==> src/design/pending_packet_queue_by_address_defines.svh <==
// assertion macros for the pending packet queue
// used by the top level only; needs nothing else
`ifndef PENDING_PACKET_QUEUE_BY_ADDRESS_DEFINES_SVH
`define PENDING_PACKET_QUEUE_BY_ADDRESS_DEFINES_SVH

// same-cycle implication, checked outside reset
`define PPQ_ASSERT_NOW(label, clk, rst, ante, cons) \
   label: assert property (@(posedge clk) disable iff (rst) (ante) |-> (cons)) \
      else $error("ppq check failed");

// next-cycle implication, checked outside reset
`define PPQ_ASSERT_NEXT(label, clk, rst, ante, cons) \
   label: assert property (@(posedge clk) disable iff (rst) (ante) |=> (cons)) \
      else $error("ppq check failed");

`endif

==> src/design/ppq_pkg.sv <==
// shared types, operation codes and defaults for the pending packet queue
// no dependencies
`timescale 1ns / 1ps
`default_nettype none

package ppq_pkg;

   localparam int QUEUE_DEPTH_DEF = 8;
   localparam int MAX_PAYLOAD_DEF = 1500;

   localparam logic [1:0] OP_ENQUEUE = 2'd0;
   localparam logic [1:0] OP_REMOVE  = 2'd1;
   localparam logic [1:0] OP_COUNT   = 2'd2;

   localparam logic [3:0] COUNT_MAX = 4'd15;

   // one queued descriptor
   typedef struct packed {
      logic [31:0] address;
      logic [15:0] ethertype;
      logic [10:0] body_len;
      logic [15:0] payload_ref;
   } entry_type;

   // one result beat
   typedef struct packed {
      logic        ok;
      logic [15:0] ethertype;
      logic [10:0] body_len;
      logic [15:0] payload_ref;
      logic [3:0]  match_count;
   } rsp_type;

endpackage

`default_nettype wire

==> src/design/ppq_mem.sv <==
// descriptor store: one write port, one read port with registered read data
// depends on ppq_pkg for the entry layout
`timescale 1ns / 1ps
`default_nettype none

module ppq_mem #(
   parameter int QUEUE_DEPTH = ppq_pkg::QUEUE_DEPTH_DEF,
   localparam int AW = (QUEUE_DEPTH > 1) ? $clog2(QUEUE_DEPTH) : 1
) (
   input  wire logic               clock,
   input  wire logic               wr_en,
   input  wire logic [AW-1:0]      wr_addr,
   input  wire ppq_pkg::entry_type wr_data,
   input  wire logic               rd_en,
   input  wire logic [AW-1:0]      rd_addr,
   output ppq_pkg::entry_type      rd_data
);

   ppq_pkg::entry_type mem [QUEUE_DEPTH];
   ppq_pkg::entry_type rd_data_ff;

   always_ff @(posedge clock) begin
      if (wr_en) begin
         mem[wr_addr] <= wr_data;
      end
      if (rd_en) begin
         rd_data_ff <= mem[rd_addr];
      end
   end

   assign rd_data = rd_data_ff;

endmodule

`default_nettype wire

==> src/design/ppq_ctrl.sv <==
// queue sequencer: enqueue, rotating remove scan and count scan over ppq_mem
// depends on ppq_pkg and ppq_mem
`timescale 1ns / 1ps
`default_nettype none

module ppq_ctrl #(
   parameter int QUEUE_DEPTH = ppq_pkg::QUEUE_DEPTH_DEF,
   parameter int MAX_PAYLOAD = ppq_pkg::MAX_PAYLOAD_DEF
) (
   input  wire logic          clock,
   input  wire logic          reset,
   input  wire logic          req_valid,
   output logic               req_stall,
   input  wire logic [1:0]    req_operation,
   input  wire logic [31:0]   req_dest_addr,
   input  wire logic [15:0]   req_ethertype,
   input  wire logic [10:0]   req_body_len,
   input  wire logic [15:0]   req_payload_ref,
   output logic               res_valid,
   output ppq_pkg::rsp_type   res,
   input  wire logic          res_take
);

   localparam int AW = (QUEUE_DEPTH > 1) ? $clog2(QUEUE_DEPTH) : 1;
   localparam int FW = $clog2(QUEUE_DEPTH + 1);

   localparam logic [1:0] ST_IDLE = 2'd0;
   localparam logic [1:0] ST_SCAN = 2'd1;
   localparam logic [1:0] ST_POST = 2'd2;

   function automatic logic [AW-1:0] slot_inc(input logic [AW-1:0] p);
      logic [AW-1:0] r;
      if (p == AW'(QUEUE_DEPTH - 1)) begin
         r = '0;
      end else begin
         r = p + AW'(1);
      end
      return r;
   endfunction

   logic [1:0]          state_ff, state_in;
   logic [AW-1:0]       rd_ff, rd_in;
   logic [AW-1:0]       wr_ff, wr_in;
   logic [FW-1:0]       fill_ff, fill_in;
   logic                rvalid_ff, rvalid_in;
   logic [1:0]          op_ff, op_in;
   logic [31:0]         key_ff, key_in;
   logic [FW-1:0]       len_ff, len_in;
   logic [FW-1:0]       iss_ff, iss_in;
   logic [FW-1:0]       proc_ff, proc_in;
   logic [AW-1:0]       scan_ptr_ff, scan_ptr_in;
   ppq_pkg::rsp_type    res_ff, res_in;

   logic                mem_wr_en;
   logic [AW-1:0]       mem_wr_addr;
   ppq_pkg::entry_type  mem_wr_data;
   logic                mem_rd_en;
   ppq_pkg::entry_type  mem_rd_data;
   ppq_pkg::entry_type  req_entry;
   logic                accept;
   logic                hit;

   assign req_stall = (state_ff != ST_IDLE);
   assign accept    = req_valid && !req_stall;
   assign res_valid = (state_ff == ST_POST);
   assign res       = res_ff;
   assign hit       = (mem_rd_data.address == key_ff);

   always_comb begin
      req_entry.address     = req_dest_addr;
      req_entry.ethertype   = req_ethertype;
      req_entry.body_len    = req_body_len;
      req_entry.payload_ref = req_payload_ref;
   end

   always_comb begin
      state_in    = state_ff;
      rd_in       = rd_ff;
      wr_in       = wr_ff;
      fill_in     = fill_ff;
      rvalid_in   = 1'b0;
      op_in       = op_ff;
      key_in      = key_ff;
      len_in      = len_ff;
      iss_in      = iss_ff;
      proc_in     = proc_ff;
      scan_ptr_in = scan_ptr_ff;
      res_in      = res_ff;
      mem_wr_en   = 1'b0;
      mem_wr_addr = wr_ff;
      mem_wr_data = req_entry;
      mem_rd_en   = 1'b0;

      case (state_ff)
         ST_IDLE: begin
            if (accept) begin
               op_in  = req_operation;
               key_in = req_dest_addr;
               res_in = '0;
               case (req_operation)
                  ppq_pkg::OP_ENQUEUE: begin
                     if (fill_ff < FW'(QUEUE_DEPTH) &&
                         req_body_len <= 11'(MAX_PAYLOAD)) begin
                        mem_wr_en = 1'b1;
                        wr_in     = slot_inc(wr_ff);
                        fill_in   = fill_ff + FW'(1);
                        res_in.ok = 1'b1;
                     end
                     state_in = ST_POST;
                  end
                  ppq_pkg::OP_REMOVE, ppq_pkg::OP_COUNT: begin
                     if (fill_ff == '0) begin
                        state_in = ST_POST;
                     end else begin
                        len_in      = fill_ff;
                        iss_in      = '0;
                        proc_in     = '0;
                        scan_ptr_in = rd_ff;
                        state_in    = ST_SCAN;
                     end
                  end
                  default: begin
                     state_in = ST_POST;
                  end
               endcase
            end
         end
         ST_SCAN: begin
            // issue side: one read per cycle until every entry is fetched
            if (iss_ff != len_ff) begin
               mem_rd_en   = 1'b1;
               scan_ptr_in = slot_inc(scan_ptr_ff);
               iss_in      = iss_ff + FW'(1);
               if (op_ff == ppq_pkg::OP_REMOVE) begin
                  rd_in = slot_inc(scan_ptr_ff);
               end
            end
            rvalid_in = mem_rd_en;
            // process side: handles each entry in the cycle after its read
            if (rvalid_ff) begin
               proc_in = proc_ff + FW'(1);
               if (op_ff == ppq_pkg::OP_REMOVE) begin
                  if (!res_ff.ok && hit) begin
                     res_in.ok          = 1'b1;
                     res_in.ethertype   = mem_rd_data.ethertype;
                     res_in.body_len    = mem_rd_data.body_len;
                     res_in.payload_ref = mem_rd_data.payload_ref;
                     fill_in            = fill_ff - FW'(1);
                  end else begin
                     // re-append behind the tail, keeping order
                     mem_wr_en   = 1'b1;
                     mem_wr_data = mem_rd_data;
                     wr_in       = slot_inc(wr_ff);
                  end
               end else if (hit && res_ff.match_count != ppq_pkg::COUNT_MAX) begin
                  res_in.match_count = res_ff.match_count + 4'd1;
               end
               if (proc_ff == len_ff - FW'(1)) begin
                  state_in = ST_POST;
               end
            end
         end
         ST_POST: begin
            if (res_take) begin
               state_in = ST_IDLE;
            end
         end
         default: begin
            state_in = ST_IDLE;
         end
      endcase
   end

   always_ff @(posedge clock) begin
      if (reset) begin
         state_ff  <= ST_IDLE;
         rd_ff     <= '0;
         wr_ff     <= '0;
         fill_ff   <= '0;
         rvalid_ff <= 1'b0;
      end else begin
         state_ff  <= state_in;
         rd_ff     <= rd_in;
         wr_ff     <= wr_in;
         fill_ff   <= fill_in;
         rvalid_ff <= rvalid_in;
      end
   end

   always_ff @(posedge clock) begin
      op_ff       <= op_in;
      key_ff      <= key_in;
      len_ff      <= len_in;
      iss_ff      <= iss_in;
      proc_ff     <= proc_in;
      scan_ptr_ff <= scan_ptr_in;
      res_ff      <= res_in;
   end

   ppq_mem #(
      .QUEUE_DEPTH(QUEUE_DEPTH)
   ) u_mem (
      .clock   (clock),
      .wr_en   (mem_wr_en),
      .wr_addr (mem_wr_addr),
      .wr_data (mem_wr_data),
      .rd_en   (mem_rd_en),
      .rd_addr (scan_ptr_ff),
      .rd_data (mem_rd_data)
   );

endmodule

`default_nettype wire

==> src/design/pending_packet_queue_by_address.sv <==
// channel  dir  handshake          payload
// req      in   req_valid/stall    operation, dest_addr, ethertype, body_len, payload_ref
// rsp      out  rsp_valid/stall    ok, out_ethertype, out_body_len, out_payload_ref, match_count
//
// enqueue, the unused code and a scan of an empty queue: the result goes from accept straight
// to the post state and then into the rsp register
// remove and count: the scan reads every entry; the descriptor ram yields one entry per cycle
// one request in flight; req_stall is high from accept until the result enters the rsp register
// reset empties the queue; ram contents are not cleared
// rsp register lets a new request start while the previous beat waits on rsp_stall
`timescale 1ns / 1ps
`default_nettype none

`include "pending_packet_queue_by_address_defines.svh"

module pending_packet_queue_by_address #(
   parameter int QUEUE_DEPTH = ppq_pkg::QUEUE_DEPTH_DEF,
   parameter int MAX_PAYLOAD = ppq_pkg::MAX_PAYLOAD_DEF
) (
   input  wire logic          clock,
   input  wire logic          reset,
   input  wire logic          req_valid,
   output logic               req_stall,
   input  wire logic [1:0]    req_operation,
   input  wire logic [31:0]   req_dest_addr,
   input  wire logic [15:0]   req_ethertype,
   input  wire logic [10:0]   req_body_len,
   input  wire logic [15:0]   req_payload_ref,
   output logic               rsp_valid,
   input  wire logic          rsp_stall,
   output logic               rsp_ok,
   output logic [15:0]        rsp_out_ethertype,
   output logic [10:0]        rsp_out_body_len,
   output logic [15:0]        rsp_out_payload_ref,
   output logic [3:0]         rsp_match_count
);

   logic              res_valid;
   ppq_pkg::rsp_type  res;
   logic              res_take;
   logic              rsp_valid_ff, rsp_valid_in;
   ppq_pkg::rsp_type  rsp_ff, rsp_in;

   ppq_ctrl #(
      .QUEUE_DEPTH(QUEUE_DEPTH),
      .MAX_PAYLOAD(MAX_PAYLOAD)
   ) u_ctrl (
      .clock           (clock),
      .reset           (reset),
      .req_valid       (req_valid),
      .req_stall       (req_stall),
      .req_operation   (req_operation),
      .req_dest_addr   (req_dest_addr),
      .req_ethertype   (req_ethertype),
      .req_body_len    (req_body_len),
      .req_payload_ref (req_payload_ref),
      .res_valid       (res_valid),
      .res             (res),
      .res_take        (res_take)
   );

   // output register frees when empty or when the current beat is taken
   assign res_take     = !rsp_valid_ff || !rsp_stall;
   assign rsp_valid_in = (res_valid && res_take) || (rsp_valid_ff && rsp_stall);
   assign rsp_in       = (res_valid && res_take) ? res : rsp_ff;

   always_ff @(posedge clock) begin
      if (reset) begin
         rsp_valid_ff <= 1'b0;
      end else begin
         rsp_valid_ff <= rsp_valid_in;
      end
   end

   always_ff @(posedge clock) begin
      rsp_ff <= rsp_in;
   end

   assign rsp_valid           = rsp_valid_ff;
   assign rsp_ok              = rsp_ff.ok;
   assign rsp_out_ethertype   = rsp_ff.ethertype;
   assign rsp_out_body_len    = rsp_ff.body_len;
   assign rsp_out_payload_ref = rsp_ff.payload_ref;
   assign rsp_match_count     = rsp_ff.match_count;

   // a finished result that cannot move on must still be there next cycle
   `PPQ_ASSERT_NEXT(a_res_held, clock, reset, res_valid && !res_take, res_valid)
   // no new request while a result is still parked in the sequencer
   `PPQ_ASSERT_NOW(a_no_accept_pending, clock, reset, req_valid && !req_stall, !res_valid)
   // a count beat never reports ok, other beats never carry a count
   `PPQ_ASSERT_NOW(a_ok_xor_count, clock, reset, rsp_valid, !(rsp_ok && rsp_match_count != 4'd0))

endmodule

`default_nettype wire
==> config.mk <==
export PLATFORM = sky130hd
export DESIGN_NAME = pending_packet_queue_by_address
export DESIGN_NICKNAME = d
export VERILOG_FILES = /design/src/design/ppq_pkg.sv /design/src/design/ppq_mem.sv /design/src/design/ppq_ctrl.sv /design/src/design/pending_packet_queue_by_address.sv
export VERILOG_INCLUDE_DIRS = /design/src /design/src/design
export SDC_FILE = /design/constraint.sdc
export NUM_CORES = 1
export LEC_CHECK = 0
export ABC_CLOCK_PERIOD_IN_PS = 9400
export BUFFER_PORTS_ARGS = -buffer_cell sky130_fd_sc_hd__buf_2
export CORE_MARGIN = 2
export CORE_UTILIZATION = 58
export CTS_BUF_LIST = sky130_fd_sc_hd__clkbuf_4
export DETAILED_ROUTE_END_ITERATION = 6
export PLACE_DENSITY = 0.83
export SYNTH_ARGS = -nofsm -noshare
export SYNTH_HDL_FRONTEND = slang
export SYNTH_SLANG_ARGS = --single-unit
==> constraint.sdc <==
create_clock -name clock -period 9.4 [get_ports clock]
set_input_delay 0.47 -clock clock [delete_from_list [all_inputs] [get_ports clock]]
set_output_delay 0.47 -clock clock [all_outputs]
set_load 0.03 [all_outputs]
==> impl_metrics.yaml, run 1 <==
final_layout:
  final_layout_size_suffix_gt1_share_pct: 40.00
  syn_to_final_growth_pct: 14.98
  finalInstanceArea_sq_mm: 0.03689
  layout_commonest_cell: "edfxtp_1"
  fin_nets: 1901
  fin_cells: 2655
  final_cell_mix: "820 x edfxtp_1, 298 x clkbuf_4, 150 x mux4_2, 130 x buf_2, 102 x mux2_2"
sta:
  drv_slew: 0
  hold_viol_final: 0
  worst_pin_slew_ps: 1131
  period_needed_ps: 4463
  finalClockSkew_ps: 68.99
  grt_setup_unrepaired: "no"
  tns_ps: 0
  fmax_ghz: 0.2241
  finalSetupViolCount: 0
  finalCritPeriodShare_pct: 47.48
  slew_headroom_pct: 24.61
logic_synthesis:
  ys_types: 48
  synthArstFlopShare_pct: 0
  syn_inst: 1434
  ys_seq_area_share_pct: 77.63
  ys.flop_type: "edfxtp_1"
  syn_nets: 1527
  postSynthAreaPerCell_sq_um: 22.37
  ys_warn_count: 0
  syn_area_sq_mm: 0.03208
  synth-seq-cells: 834
  synth_edf_count: 820
pwr:
  pwr-share-comb_pct: 5.9
  power.internal_mw: 5.866
  p_switching_mw: 1.636
  irDropWorstVdd_mv: 0.1209
  powerDensity_mw_per_mm2: 203.4
  swShare_pct: 21.80
  power.total_mw: 7.502
  clkPwrFrac_pct: 37.8
  p_seq_share_pct: 56.2
  p_leak_nw: 12.42
hold_path:
  min_to: "u_ctrl.key_ff[4]"
  hold_start: "req_dest_addr[4]"
  holdPathStages: 2
  hp-class: "in2reg"
route:
  wirelength_um: 61980
  drtIter0Drc: 1318
  antenna_left: 0
  vias: 15366
  viasPerCell: 5.788
  wl_per_cell_um: 23.34
  drt_pass1_iterations: 7
  drc: 0
critical_path:
  cp.arrival_ps: 5140
  critical_path.startpoint_type: "register"
  r2r_end: "u_ctrl.u_mem.mem[1][7]"
  critPathMaxFanout: 56
  endpoint_kind: "register"
  rr_worst_depth: 7
  rr_startpoint: "u_ctrl.state_ff[1]"
  required_ps: 10080
  reg2reg_slack_ps: 4940
  crit_type: "reg2reg"
die:
  num_io_pins: 131
  die_w_um: 239.2
  die_area_sq_mm: 0.05721
  core_sq_mm: 0.05488
  initial_core_util_pct: 58.46
  fp.dieH_um: 239.2
  rows: 86
outcome:
  status: "finished, final reports clean"
placed_design:
  io_buffer_count: 130
  place_area_sq_mm: 0.03359
  place.gp.congestion: 0.7892
  hpwl_um: 33650
  dp_cells: 2228
clock_network:
  htreeDepth: 4
  cts_sinks: 834
  clock_path_buffers: 3
  clockRootBuffer: "clkbuf_4"
  clkSlewWorstSetupHoldPaths_ps: 70
  cts_tree: "built"
  cts_buffers: 199
  clock_latency_ps: 1010
global_route:
  track_usage_pct: 22.45
  grt_pass1_vias: 16322
  grt_max_degree: 152
  grt_overflow: 0
  grt_antenna_before_repair: 1
  grt_pass1_wl_um: 94070
flow_run:
  maxCapViolCount: 0
## worst max-delay path by stage
| stage | slack, ps | start | end | cells after the start |
|---|---|---|---|---|
| floorplan | 40 | req_body_len[1] | u_ctrl.u_mem.mem[2][0] | 7 |
| global placement | 5010 | u_ctrl.state_ff[1] | u_ctrl.u_mem.mem[1][69] | 8 |
| detailed placement | 4980 | u_ctrl.state_ff[1] | u_ctrl.u_mem.mem[1][69] | 8 |
| CTS | 4910 | u_ctrl.state_ff[1] | u_ctrl.u_mem.mem[1][2] | 8 |
| global route | 4580 | u_ctrl.state_ff[0] | u_ctrl.u_mem.mem[1][2] | 8 |
| finish | 4940 | u_ctrl.state_ff[1] | u_ctrl.u_mem.mem[1][7] | 7 |
## timing repair
| action | CTS | global route |
|---|---|---|
| endpoints found under the setup margin | 0 | 0 |
| resized for setup | 0 | 0 |
| hold buffers | 83 | 0 |
| hold endpoints to repair | 646 | 0 |
| setup buffers | 0 | 0 |
## cell type report
cell class / count / area [sq um]
sequential: 834 / 24900
fill: 3345 / 17990
clock inverter: 45 / 231.5
antenna: 1 / 2.502
inverter: 11 / 42.54
tap: 704 / 880.8
multi-input combinational: 528 / 6925
timing repair buffer: 234 / 1664
clock buffer: 298 / 2237
## power by group through the flow
stage	logic, mW	registers (mW)	clock network [mW]
6_report	0.444	4.22	2.84
3_3_place_gp	0.407	4.29	0
3_5_place_dp	0.419	4.30	0
4_1_cts	0.449	4.22	2.91
2_1_floorplan	0.252	4.33	0
5_1_grt	0.479	4.22	3.09
## registers in the layout (all words and copies together) (netlist names), 2 cells and up
name and flops:
rsp_match_count 4, rsp_out_body_len 11, rsp_out_ethertype 16, rsp_out_payload_ref 16, u_ctrl.fill_ff 4, u_ctrl.iss_ff 4
u_ctrl.key_ff 32, u_ctrl.len_ff 4, u_ctrl.mem_wr_addr 3, u_ctrl.op_ff 2, u_ctrl.proc_ff 4, u_ctrl.rd_ff 3
u_ctrl.res 48, u_ctrl.scan_ptr_ff 3, u_ctrl.state_ff 2, u_ctrl.u_mem.mem 600, u_ctrl.u_mem.rd_data 75
## cell usage after synthesis (5+ instances only)
| master | instances | area, sq um |
|---|---|---|
| clkbuf_1 | 32 | 120.1 |
| mux2_4 | 50 | 750.7 |
| a21oi_1 | 11 | 55.05 |
| nor4_1 | 8 | 50.05 |
| mux2_2 | 102 | 1149 |
| and2_1 | 46 | 287.8 |
| nor2_1 | 25 | 93.84 |
| buf_2 | 12 | 60.06 |
| edfxtp_1 | 820 | 24620 |
| ha_1 | 11 | 137.6 |
| mux2i_1 | 6 | 60.06 |
| mux4_2 | 150 | 3378 |
| xnor2_1 | 12 | 105.1 |
| inv_1 | 10 | 37.54 |
| dfxtp_1 | 14 | 280.3 |
| nand2_1 | 17 | 63.81 |
| buf_6 | 6 | 67.56 |
| buf_1 | 11 | 41.29 |
| o21ai_0 | 5 | 25.02 |
| xor2_1 | 36 | 315.3 |
| nand4_1 | 5 | 31.28 |
## per-stage QoR
stage	util [%]	worst slack (ps)	hold slack (ps)
after global placement	61.20	5010	401.3
after CTS	67.21	4909	81.26
after detailed placement	61.20	4982	404.5
after global routing	67.22	4581	109.9
final	67.22	4937	191.3
after floorplan	-	40.44	400.3
## routing by layer
| metal | GRT usage (%) | routed length [um] | vias to the layer above |
|---|---|---|---|
| met1 | 30.25 | 24980 | 7825 |
| met5 | 0 | 0 | - |
| met3 | 5.589 | 4871 | 86 |
| met4 | 7.576 | 1019 | 0 |
| li1 | - | - | 6751 |
| met2 | 36.36 | 31110 | 704 |
## cell families after synthesis
logic type	synth area share, %
AOI/OAI and AO/OA	0.5461
and+or+nand+nor	2.356
buffers and inverters	1.030
xor gates and xnor gates	1.310
muxes	16.64
adders and majority gates	0.4914
DFF	77.63
## worst max-delay path, cell delays in order, from the launching register on
cell and delay [ps]:
dfxtp_1 420, nand2b_1 470, inv_2 810, nand3_1 320
nor2_4 150, buf_4 480, buf_4 940, mux2_2 500
No activity file was read; power rests on OpenSTA's default activity.
==> run 2, diff against run 1 <==
--- a/config.mk
+++ b/config.mk
@@ -6,13 +6,14 @@
 export SDC_FILE = /design/constraint.sdc
 export NUM_CORES = 1
 export LEC_CHECK = 0
-export ABC_CLOCK_PERIOD_IN_PS = 9400
+export ABC_AREA = 1
+export ABC_CLOCK_PERIOD_IN_PS = 4430
 export BUFFER_PORTS_ARGS = -buffer_cell sky130_fd_sc_hd__buf_2
 export CORE_MARGIN = 2
-export CORE_UTILIZATION = 58
+export CORE_UTILIZATION = 60
 export CTS_BUF_LIST = sky130_fd_sc_hd__clkbuf_4
 export DETAILED_ROUTE_END_ITERATION = 6
-export PLACE_DENSITY = 0.83
+export PLACE_DENSITY = 0.82
 export SYNTH_ARGS = -nofsm -noshare
 export SYNTH_HDL_FRONTEND = slang
 export SYNTH_SLANG_ARGS = --single-unit
==> constraint.sdc (replaced) <==
create_clock -name clock -period 4.43 [get_ports clock]
set_input_delay 0.2215 -clock clock [delete_from_list [all_inputs] [get_ports clock]]
set_output_delay 0.2215 -clock clock [all_outputs]
set_load 0.03 [all_outputs]
==> run 2 against run 1 <==
  * Flip-flop and latch count stayed put
  * Worst hold slack better by 58 ps
  * Global-route usage is 5.3 points higher
  * Via count is 44% higher
  * Fmax is 28% higher
  * First-iteration DRC count is 120% higher
  * Critical endpoint is now u_ctrl.u_mem.mem[4][0]
  * Sequential share of layout area is 1.6 points lower
==> impl_metrics.yaml, run 2 <==
sta:
  finalCritPeriodShare_pct: 78.69
  finalSetupViolCount: 0
  grt_setup_unrepaired: "no"
  tns_ps: 0
  finalClockSkew_ps: 71.85
  worst_pin_slew_ps: 1301
  period_needed_ps: 3486
  fmax_ghz: 0.2869
  slew_headroom_pct: 13.28
  drv_slew: 0
  hold_viol_final: 0
critical_path:
  required_ps: 5010
  crit_type: "reg2reg"
  rr_startpoint: "u_ctrl.u_mem.rd_data[70]"
  critPathMaxFanout: 132
  cp-startpoint: "u_ctrl.u_mem.rd_data[70]"
  cp.arrival_ps: 4070
  reg2reg_slack_ps: 940
  critical_path.startpoint_type: "register"
  crit_end: "u_ctrl.u_mem.mem[4][0]"
  r2r_end: "u_ctrl.u_mem.mem[4][0]"
  endpoint_kind: "register"
  rr_worst_depth: 11
global_route:
  track_usage_pct: 27.73
  grt_pass1_vias: 22302
  grt_pass1_wl_um: 119000
  grt_antenna_before_repair: 1
  grt_max_degree: 261
  grt_overflow: 0
die:
  die_w_um: 237.3
  initial_core_util_pct: 60.70
  rows: 85
  die_area_sq_mm: 0.05632
  core_sq_mm: 0.05381
  num_io_pins: 131
  fp.dieH_um: 237.3
logic_synthesis:
  synthArstFlopShare_pct: 0
  synthTopCellsByCount: "820 x edfxtp_1, 619 x nor2_1, 337 x o21ai_0"
  syn_area_sq_mm: 0.03267
  netlist.top_cell.by_area: "edfxtp_1"
  synth_top_cell_area_share_pct: 75.38
  postSynthAreaPerCell_sq_um: 12.93
  synth_edf_count: 820
  syn_inst: 2526
  ys_seq_area_share_pct: 76.24
  ys_warn_count: 0
  synth_most_common_cell: "edfxtp_1"
  syn_nets: 2619
  synth_area_leaders: "edfxtp_1 75%, nor2_1 7.1%, o21ai_0 5.2%"
  synth-seq-cells: 834
  ys_types: 38
  ys.flop_type: "edfxtp_1"
clock_network:
  clockRootBuffer: "clkbuf_4"
  cts_buffers: 199
  clock_latency_ps: 1020
  htreeDepth: 4
  cts_sinks: 834
  cts_tree: "built"
  clkSlewWorstSetupHoldPaths_ps: 70
  clock_path_buffers: 3
  post_cts_buffers: 0
final_layout:
  final_cell_mix: "820 x edfxtp_1, 610 x nor2_1, 337 x o21ai_0, 298 x clkbuf_4, 193 x nand2_1"
  largest-register: "u_ctrl.u_mem.mem"
  syn_to_final_growth_pct: 15.66
  fin_cells: 3720
  finalInstanceArea_sq_mm: 0.03778
  largest_register_ffs: 600
  final_layout_size_suffix_gt1_share_pct: 16.71
  layout_commonest_cell: "edfxtp_1"
  fin_nets: 2963
pwr:
  powerDensity_mw_per_mm2: 453.9
  irDropWorstVdd_mv: 0.2529
  p_leak_nw: 13.52
  power.total_mw: 17.15
route:
  wirelength_um: 77700
  drt_pass1_iterations: 6
  vias: 22087
  antenna_left: 0
  routed-wl-met3_um: 8389
  drc: 0
  drtIter0Drc: 2891
  wl_met1_um: 29230
  viasPerCell: 5.937
  top_layer: "met4"
  wl_per_cell_um: 20.89
  dr_wl_met2_um: 38160
flow_run:
  maxCapViolCount: 0
placed_design:
  place_area_sq_mm: 0.03399
  io_buffer_count: 130
  dp_cells: 3244
  hpwl_um: 39170
  place.gp.congestion: 0.8106
outcome:
  status: "finished, final reports clean"
hold_path:
  hp-class: "in2reg"
-- run 2: worst max-delay path: stages, from the launching register on --
cell and delay (ps):
edfxtp_1 420, inv_1 130, nand2_1 70, nand2_1 60, nand2_1 60, nor2_1 110
nand2_1 110, nor2_2 150, nand3_2 570, nand2_4 290, buf_12 560, o21ai_0 460
-- run 2: power breakdown --
group | switching (mW) | internal, mW | total, mW
Combinational | 1.24 | 0.534 | 1.77
Clock | 2.96 | 3.30 | 6.26
Sequential | 0.103 | 9.02 | 9.12
-- run 2: final cells by class --
cell class	instances	area (sq um)
Sequential cell	834	24900
Fill cell	3381	16030
Multi-Input combinational cell	1449	6809
Clock buffer	298	2237
Timing Repair Buffer	284	2222
Tap cell	696	870.8
Inverter	102	396.6
Clock inverter	56	337.8
Antenna cell	1	2.502
-- run 2: kinds of logic after synthesis --
family	share of synthesized area, %
DFF	76.24
and+or+nand+nor	10.44
xor gates and xnor gates	0.9921
buffers and inverters	3.175
adders and majority gates	0.4826
AOI/OAI and AO/OA	8.668
-- run 2: stage by stage --
stage	util, %	worst slack (ps)	hold slack, ps
2_1_floorplan	-	172.9	320.4
6_report	70.20	944.2	248.9
3_3_place_gp	63.16	1220	402.2
4_1_cts	70.20	1024	132.7
3_5_place_dp	63.16	1112	404.5
5_1_grt	70.20	755.9	209.0
-- run 2: worst min-delay path by stage --
stage | startpoint | slack, ps | depth (start not counted) | end
after floorplan | req_dest_addr[0] | 320 | 0 | u_ctrl.key_ff[0]
final | req_dest_addr[11] | 250 | 4 | u_ctrl.u_mem.mem[1][54]
after detailed placement | u_ctrl.res[24] | 400 | 0 | rsp_out_body_len[4]
after global routing | req_dest_addr[31] | 210 | 4 | u_ctrl.u_mem.mem[0][74]
after CTS | req_dest_addr[20] | 130 | 4 | u_ctrl.u_mem.mem[4][63]
after global placement | u_ctrl.res[45] | 400 | 0 | rsp_out_ethertype[14]
-- run 2: metal layers --
metal	GRT usage [%]	vias up
li1	-	9836
met1	36.56	10614
met2	44.73	1452
met3	6.259	185
met4	12.33	0
met5	0	-
-- run 2: timing repair --
item	CTS	global route
hold buffers	121	0
gates resized for setup	0	0
hold endpoints to repair	692	0
